File: src/sv/u16u8_pkg.sv
// Package: job record, sizes and the UTF-8 byte encoder shared by the transcoder.
package u16u8_pkg;

  localparam int unsigned QueueDepth = 2;

  localparam logic [5:0] HighSurPrefix = 6'b110110;
  localparam logic [5:0] LowSurPrefix  = 6'b110111;

  localparam logic [2:0] LenNone  = 3'd0;
  localparam logic [2:0] LenOne   = 3'd1;
  localparam logic [2:0] LenTwo   = 3'd2;
  localparam logic [2:0] LenThree = 3'd3;
  localparam logic [2:0] LenFour  = 3'd4;

  // One queued job: optional flush of a held high surrogate, then the main code point, if any.
  typedef struct packed {
    logic        pre_valid;
    logic [9:0]  pre_bits;
    logic [2:0]  main_len;
    logic [20:0] main_cp;
    logic        last;
  } job_t;

  typedef struct packed {
    logic empty;
    logic full;
  } fifo_status_t;

  function automatic logic [2:0] bmp_len(logic [15:0] u);
    logic [2:0] l;
    if (u < 16'h0080) begin
      l = LenOne;
    end else if (u < 16'h0800) begin
      l = LenTwo;
    end else begin
      l = LenThree;
    end
    return l;
  endfunction

  function automatic logic [7:0] utf8_byte(logic [20:0] cp, logic [2:0] len, logic [1:0] idx);
    logic [1:0] rem;
    logic [5:0] six;
    logic [7:0] b;
    rem = len[1:0] - 2'd1 - idx;
    case (rem)
      2'd0: six = cp[5:0];
      2'd1: six = cp[11:6];
      2'd2: six = cp[17:12];
      default: six = {3'b000, cp[20:18]};
    endcase
    if (idx == 2'd0) begin
      case (len)
        LenOne:   b = {1'b0, cp[6:0]};
        LenTwo:   b = {3'b110, cp[10:6]};
        LenThree: b = {4'b1110, cp[15:12]};
        default:  b = {5'b11110, cp[20:18]};
      endcase
    end else begin
      b = {2'b10, six};
    end
    return b;
  endfunction

endpackage

File: src/sv/u16u8_fifo.sv
// Small register queue between the classifier and the byte sequencer.
module u16u8_fifo
  import u16u8_pkg::*;
#(
  parameter int unsigned Depth = QueueDepth,
  parameter int unsigned Width = 8
) (
  input  logic             clk_i,
  input  logic             rst_ni,
  input  logic             push_i,
  input  logic [Width-1:0] push_data_i,
  input  logic             pop_i,
  output logic [Width-1:0] head_o,
  output fifo_status_t     status_o
);

  localparam int unsigned PtrW = (Depth > 1) ? $clog2(Depth) : 1;
  localparam int unsigned CntW = $clog2(Depth + 1);

  logic [Width-1:0] mem_q [Depth];
  logic [PtrW-1:0]  wr_ptr_q, wr_ptr_d, rd_ptr_q, rd_ptr_d;
  logic [CntW-1:0]  cnt_q, cnt_d;
  logic             do_push, do_pop;

  assign status_o.empty = (cnt_q == '0);
  assign status_o.full  = (cnt_q == CntW'(Depth));
  assign do_push = push_i && !status_o.full;
  assign do_pop  = pop_i && !status_o.empty;
  assign head_o  = mem_q[rd_ptr_q];

  always_comb begin
    wr_ptr_d = wr_ptr_q;
    rd_ptr_d = rd_ptr_q;
    cnt_d    = cnt_q;
    if (do_push) begin
      wr_ptr_d = (wr_ptr_q == PtrW'(Depth - 1)) ? '0 : wr_ptr_q + PtrW'(1);
    end
    if (do_pop) begin
      rd_ptr_d = (rd_ptr_q == PtrW'(Depth - 1)) ? '0 : rd_ptr_q + PtrW'(1);
    end
    if (do_push && !do_pop) begin
      cnt_d = cnt_q + CntW'(1);
    end else if (!do_push && do_pop) begin
      cnt_d = cnt_q - CntW'(1);
    end
  end

  always_ff @(posedge clk_i or negedge rst_ni) begin
    if (!rst_ni) begin
      wr_ptr_q <= '0;
      rd_ptr_q <= '0;
      cnt_q    <= '0;
    end else begin
      wr_ptr_q <= wr_ptr_d;
      rd_ptr_q <= rd_ptr_d;
      cnt_q    <= cnt_d;
    end
  end

  always_ff @(posedge clk_i) begin
    if (do_push) begin
      mem_q[wr_ptr_q] <= push_data_i;
    end
  end

endmodule

File: src/sv/u16u8_front.sv
// Front end: accepts code units, tracks a held high surrogate, builds jobs.
module u16u8_front
  import u16u8_pkg::*;
(
  input  logic         clk_i,
  input  logic         rst_ni,
  input  logic         in_valid_i,
  output logic         in_stall_o,
  input  logic [15:0]  code_unit_i,
  input  logic         last_unit_i,
  input  fifo_status_t fifo_status_i,
  output logic         push_o,
  output job_t         job_o
);

  logic       held_valid_q, held_valid_d;
  logic [9:0] held_bits_q, held_bits_d;
  logic       accept, is_high, is_low;

  assign in_stall_o = fifo_status_i.full;
  assign accept     = in_valid_i && !fifo_status_i.full;
  assign is_high    = (code_unit_i[15:10] == HighSurPrefix);
  assign is_low     = (code_unit_i[15:10] == LowSurPrefix);

  always_comb begin
    held_valid_d   = held_valid_q;
    held_bits_d    = held_bits_q;
    push_o         = 1'b0;
    job_o.pre_valid = 1'b0;
    job_o.pre_bits  = held_bits_q;
    job_o.main_len  = LenNone;
    job_o.main_cp   = {5'b0, code_unit_i};
    job_o.last      = last_unit_i;
    if (held_valid_q && is_low) begin
      job_o.main_len = LenFour;
      job_o.main_cp  = 21'h10000 + {1'b0, held_bits_q, code_unit_i[9:0]};
      push_o         = accept;
      if (accept) begin
        held_valid_d = 1'b0;
        held_bits_d  = '0;
      end
    end else begin
      job_o.pre_valid = held_valid_q;
      if (is_high && !last_unit_i) begin
        push_o = accept && held_valid_q;
        if (accept) begin
          held_valid_d = 1'b1;
          held_bits_d  = code_unit_i[9:0];
        end
      end else begin
        job_o.main_len = bmp_len(code_unit_i);
        push_o         = accept;
        if (accept) begin
          held_valid_d = 1'b0;
          held_bits_d  = '0;
        end
      end
    end
  end

  always_ff @(posedge clk_i or negedge rst_ni) begin
    if (!rst_ni) begin
      held_valid_q <= 1'b0;
      held_bits_q  <= '0;
    end else begin
      held_valid_q <= held_valid_d;
      held_bits_q  <= held_bits_d;
    end
  end

endmodule

File: src/sv/u16u8_back.sv
// Back end: walks the head job one byte per cycle, while the output is not stalled, into the output register.
module u16u8_back
  import u16u8_pkg::*;
(
  input  logic         clk_i,
  input  logic         rst_ni,
  input  job_t         job_i,
  input  fifo_status_t fifo_status_i,
  output logic         pop_o,
  output logic         out_valid_o,
  input  logic         out_stall_i,
  output logic [7:0]   out_byte_o,
  output logic         run_last_o,
  output logic         string_end_o
);

  logic [2:0] idx_q, idx_d;
  logic       out_valid_q, out_valid_d;
  logic [7:0] out_byte_q;
  logic       run_last_q, string_end_q;
  logic [2:0] total, main_idx;
  logic [7:0] cur_byte;
  logic       load, final_byte;

  assign total      = job_i.pre_valid ? job_i.main_len + LenThree : job_i.main_len;
  assign main_idx   = job_i.pre_valid ? idx_q - LenThree : idx_q;
  assign final_byte = (idx_q == total - 3'd1);
  assign load       = !fifo_status_i.empty && (!out_valid_q || !out_stall_i);
  assign pop_o      = load && final_byte;

  always_comb begin
    if (job_i.pre_valid && (idx_q < LenThree)) begin
      cur_byte = utf8_byte({5'b0, HighSurPrefix, job_i.pre_bits}, LenThree, idx_q[1:0]);
    end else begin
      cur_byte = utf8_byte(job_i.main_cp, job_i.main_len, main_idx[1:0]);
    end
  end

  always_comb begin
    idx_d       = idx_q;
    out_valid_d = out_valid_q && out_stall_i;
    if (load) begin
      out_valid_d = 1'b1;
      idx_d       = final_byte ? 3'd0 : idx_q + 3'd1;
    end
  end

  always_ff @(posedge clk_i or negedge rst_ni) begin
    if (!rst_ni) begin
      idx_q       <= '0;
      out_valid_q <= 1'b0;
    end else begin
      idx_q       <= idx_d;
      out_valid_q <= out_valid_d;
    end
  end

  always_ff @(posedge clk_i) begin
    if (load) begin
      out_byte_q   <= cur_byte;
      run_last_q   <= final_byte;
      string_end_q <= final_byte && job_i.last;
    end
  end

  assign out_valid_o  = out_valid_q;
  assign out_byte_o   = out_byte_q;
  assign run_last_o   = run_last_q;
  assign string_end_o = string_end_q;

endmodule

File: src/sv/utf16be_to_utf8_transcoder.sv
// Top level: UTF-16 code units in, UTF-8 bytes out.
//
// Input channel: one 16-bit code unit per transaction (first byte in the upper
// half) with last_unit_i marking the final unit of a string. Output channel:
// one UTF-8 byte per transaction; run_last_o flags the final byte caused by an
// input unit and string_end_o the final byte of the string.
// A high surrogate that is not last is held and produces nothing until the
// next unit arrives; a following low surrogate gives four bytes, anything else
// flushes the held unit as three bytes before the new unit is handled.
// The first byte of a unit passes through the job queue and then the output
// register. The byte sequencer emits one byte per cycle while out_stall_i is
// low; a job gives 1 to 6 bytes (typically 1 to 3), and the front end takes a
// unit every cycle while the job queue has room.
// Reset clears the held surrogate, the job queue and the output valid flag.
// When the receiver stalls, the output byte holds, the queue fills and then
// in_stall_o rises to hold off further units.
module utf16be_to_utf8_transcoder
  import u16u8_pkg::*;
#(
  parameter int unsigned QDepth = QueueDepth
) (
  input  logic        clk_i,
  input  logic        rst_ni,
  input  logic        in_valid_i,
  output logic        in_stall_o,
  input  logic [15:0] code_unit_i,
  input  logic        last_unit_i,
  output logic        out_valid_o,
  input  logic        out_stall_i,
  output logic [7:0]  out_byte_o,
  output logic        run_last_o,
  output logic        string_end_o
);

  fifo_status_t fifo_status;
  job_t         push_job, head_job;
  logic         push, pop;

  u16u8_front u_front (
    .clk_i        (clk_i),
    .rst_ni       (rst_ni),
    .in_valid_i   (in_valid_i),
    .in_stall_o   (in_stall_o),
    .code_unit_i  (code_unit_i),
    .last_unit_i  (last_unit_i),
    .fifo_status_i(fifo_status),
    .push_o       (push),
    .job_o        (push_job)
  );

  u16u8_fifo #(
    .Depth(QDepth),
    .Width($bits(job_t))
  ) u_fifo (
    .clk_i      (clk_i),
    .rst_ni     (rst_ni),
    .push_i     (push),
    .push_data_i(push_job),
    .pop_i      (pop),
    .head_o     (head_job),
    .status_o   (fifo_status)
  );

  u16u8_back u_back (
    .clk_i        (clk_i),
    .rst_ni       (rst_ni),
    .job_i        (head_job),
    .fifo_status_i(fifo_status),
    .pop_o        (pop),
    .out_valid_o  (out_valid_o),
    .out_stall_i  (out_stall_i),
    .out_byte_o   (out_byte_o),
    .run_last_o   (run_last_o),
    .string_end_o (string_end_o)
  );

endmodule

File: config.mk
export PLATFORM = sky130hd
export DESIGN_NAME = utf16be_to_utf8_transcoder
export DESIGN_NICKNAME = d
export VERILOG_FILES = /design/src/sv/u16u8_pkg.sv /design/src/sv/u16u8_fifo.sv /design/src/sv/u16u8_front.sv /design/src/sv/u16u8_back.sv /design/src/sv/utf16be_to_utf8_transcoder.sv
export SDC_FILE = /design/constraint.sdc
export NUM_CORES = 1
export LEC_CHECK = 0
export ABC_AREA = 1
export BUFFER_PORTS_ARGS = -buffer_cell sky130_fd_sc_hd__buf_2
export CAP_MARGIN = 20
export CORE_ASPECT_RATIO = 0.6
export CORE_MARGIN = 5
export CORE_UTILIZATION = 38
export DETAILED_ROUTE_END_ITERATION = 12
export PLACE_DENSITY = 0.56
export SLEW_MARGIN = 20
export SYNTH_ARGS = -nofsm -noshare
export SYNTH_HDL_FRONTEND = slang
export SYNTH_SLANG_ARGS = --single-unit
File: constraint.sdc
create_clock -name clk_i -period 3.7 [get_ports clk_i]
set_clock_uncertainty 0.15 [all_clocks]
set_input_delay 0.555 -clock clk_i [delete_from_list [all_inputs] [get_ports clk_i]]
set_output_delay 0.555 -clock clk_i [all_outputs]
set_load 0.02 [all_outputs]
==> out/results.txt <==
outcome - complete, no violations
Synth area leaders - edfxtp_1, dfrtp_1, nand2_1, nand3_1, inv_1
TNS Setup - 0 ns
Max Fclk - 307.3 MHz
I/O pin cnt - 33
Clk pin slew, worst setup/hold paths - 0.07 ns
Yosys reg bits - 101
minimum clock period - 3.254 ns
CTS root buffer - clkbuf_16
syn avg cell area - 10.02 sq um
DR iter-0 viols - 275
final worst slack - 0.4456 ns
Port Buf Inserts - 32
Critical Path AT - 3.33 ns
dpl hpwl - 9078 um
DR vias/cell - 5.057
crit path cell chain - inv_2 > buf_4 > nand2_2 > nand2_4 > xor2_1 > ha_1 > xor2_1 > xor2_1 > nand3_2 > ha_1 > a21oi_1 > o21ai_0 > xor2_1
clock buffer depth - 2
CP Launch Point - u_fifo.rd_ptr_q
Logic pwr share - 46.5%
TritonRoute pass-1 iters - 5
routability cong. - 0.8675
Routed WL - 12220 um
power per cell area - 900.6 nW/um^2
Overall Global Routing Usage - 16.58%
worst vdd ir - 413.8 uV
HP Class - primary input to asynchronous set/reset pin
WP data required - 3.77 ns
RR Startpoint - u_fifo.rd_ptr_q
wire per inst - 17.45 um
grt ovf - 0
synthesized area - 4880 sq um
initial antenna violation count - 0
Nets - 559
area leader, netlist - edfxtp_1
cts hold-fix bufs - 0
worst relative slew slack - 63.01%
warning count from the yosys run - 0
final slew viol count - 0
Lkg Pwr - 2.343 nW
sequential power share - 33.5%
fin util - 44.07%
slowest CP cell - dfrtp_1
internal power - 0.002896 W
Finished Cell Area - 5593 sq um
Hold Slack - 0.02997 ns
Final period util - 87.96%
Worst Path Buf+Inv - 2
Net Sw Power - 0.002140 W
global-route wire length before repair - 19200 um
post-synth cell types - 35
CTS Buf Count - 9
Sw Share - 42.50%
Ant. Diodes - 0
Synth Net Count - 521
DP Worst Slack - 0.4365 ns
Synth Instances - 487
CP delay by family, top - XOR/XNOR gates
Setup violations, final - 0
Critical Path Start Type - flip-flop
Post-DP Area - 5276 sq um
largest net degree at the start of global routing - 36
Most Frequent Cell on Critical Path - xor2_1
share of cells above drive strength 1 - 15.47%
Worst Tran Pin Value - 0.5491 ns
Max-Cap Viols - 0
Clk network pwr share - 20.1%
Routed Antenna Nets - 0
RSZ-0062 raised after global routing - false
crit-path max cell delay - 0.46 ns
H-tree levels - 3
setup repair bufs after CTS - 0
die width - 156.3 um
register area share after synthesis - 60.21%
Num Clock Sinks - 101
cts repair resizes - 0
CORE AREA - 12690 sq um
worst skew pair latency - 0.34 ns
die area - 15280 sq um
WS Path Type - flip-flop to flip-flop
die outline height - 97.78 um
initial core utilization - 38.45%
Yosys top cell area share - 50.46%
CTS tree - done
Crit. End Element - flip-flop
DR vias - 3540
Fin. Hold Viols - 0
# rows - 32
Area Growth Syn to Fin - 14.62%
vias in the first global route - 3356
DRC violations left - 0
worst-path maximum fanout - 35
area by class of cell:
class,instances,area [sq um]
fillers,1176,7099
flip-flops and latches,101,2938
multi-input cells,322,1697
repair buffers,38,230.2
clock buffers,10,229.0
well taps,170,212.7
inverters,53,198.9
clock inverters,6,87.58
cells by family (layout without fill, tap and decap cells):
| logic type | after synthesis | after routing | share of synthesized area (%) |
|---|---|---|---|
| flip-flops | 101 | 101 | 60.21 |
| AO/OA/AOI/OAI | 63 | 63 | 7.231 |
| adder cells (fa/ha/maj) | 13 | 13 | 3.333 |
| AND/OR/NAND/NOR | 236 | 236 | 21.72 |
| XOR/XNOR | 10 | 10 | 2.180 |
| buffers and inverters | 64 | 107 | 5.333 |
metrics by stage:
step	power (W)	std cells
global route	0.005442	700
CTS	0.005062	700
finish	0.005037	700
global placement	0.004038	684
detailed placement	0.004047	684
floorplan	0.003373	487
layout by cell type, fill, tap and decap left out, drive strengths merged, types with 4 or more instances in the layout:
master and instances:
nand2 136, nor3 6, nor2 41, or2 4, ha 13, o211ai 4
o21ai 38, dfrtp 19, clkbuf 10, xor2 8, a21oi 13, nand4 4
buf 38, inv 51, edfxtp 82, clkinv 6, nand3 43
routing by layer:
metal  vias up  GRT usage, %  routed length (um)
met1      1685         27.24                6237
met2       128         21.84                4875
li1       1721             -                   -
met3         6         4.030                1022
met5         -             0                   0
met4         0         3.333                  80
power groups by stage:
stage	Combinational [W]	Sequential [W]	Clock [W]
floorplan	0.00161	0.00177	0
global placement	0.00233	0.00171	0
detailed placement	0.00233	0.00171	0
CTS	0.00235	0.00169	0.00103
global route	0.00265	0.00171	0.00108
finish	0.00234	0.00169	0.00101
cells in the mapped netlist:
master,number
o31ai_1,1
xnor2_1,2
nor2_2,7
inv_2,3
buf_6,2
nor3_4,1
xor2_1,7
a21oi_2,1
o22ai_1,3
edfxtp_1,82
ha_1,13
o21ai_0,26
nand3_2,2
nand2_4,4
o21ai_2,1
a21oi_1,12
or2_1,4
clkinv_1,3
nor2_1,34
o211ai_1,4
o21a_1,1
nand2_1,125
nor3_1,5
clkbuf_1,5
xor2_4,1
o221ai_1,3
inv_1,47
o21ai_1,11
nor4_1,1
nand4_1,4
buf_2,4
nand2_2,7
dfrtp_1,19
nand3_1,41
nor3b_1,1
worst paths after layout:
path	end	slack, ns	cells past startpoint
max	u_fifo.cnt_q[1]	0.45	13
min	u_back.out_valid_o	0.03	1
max reg2reg	u_fifo.cnt_q[1]	0.45	13
min reg2reg	u_fifo.mem_q[0][29]	0.34	0
max in group asynchronous	u_front.held_bits_q[8]	3.01	1
min in group clk_i	u_fifo.mem_q[1][5]	0.27	1
state kept, by name, indices dropped and copies added, names as in the netlist:
name,count
u_fifo.mem_q,72
u_front.held_bits_q,10
u_back.out_byte_o,8
u_back.idx_q,3
u_fifo.cnt_q,2
u_back.out_valid_o,1
u_back.run_last_o,1
u_back.string_end_o,1
u_fifo.rd_ptr_q,1
u_fifo.wr_ptr_q,1
u_front.held_valid_q,1
Power figures use the tool's default switching activity.
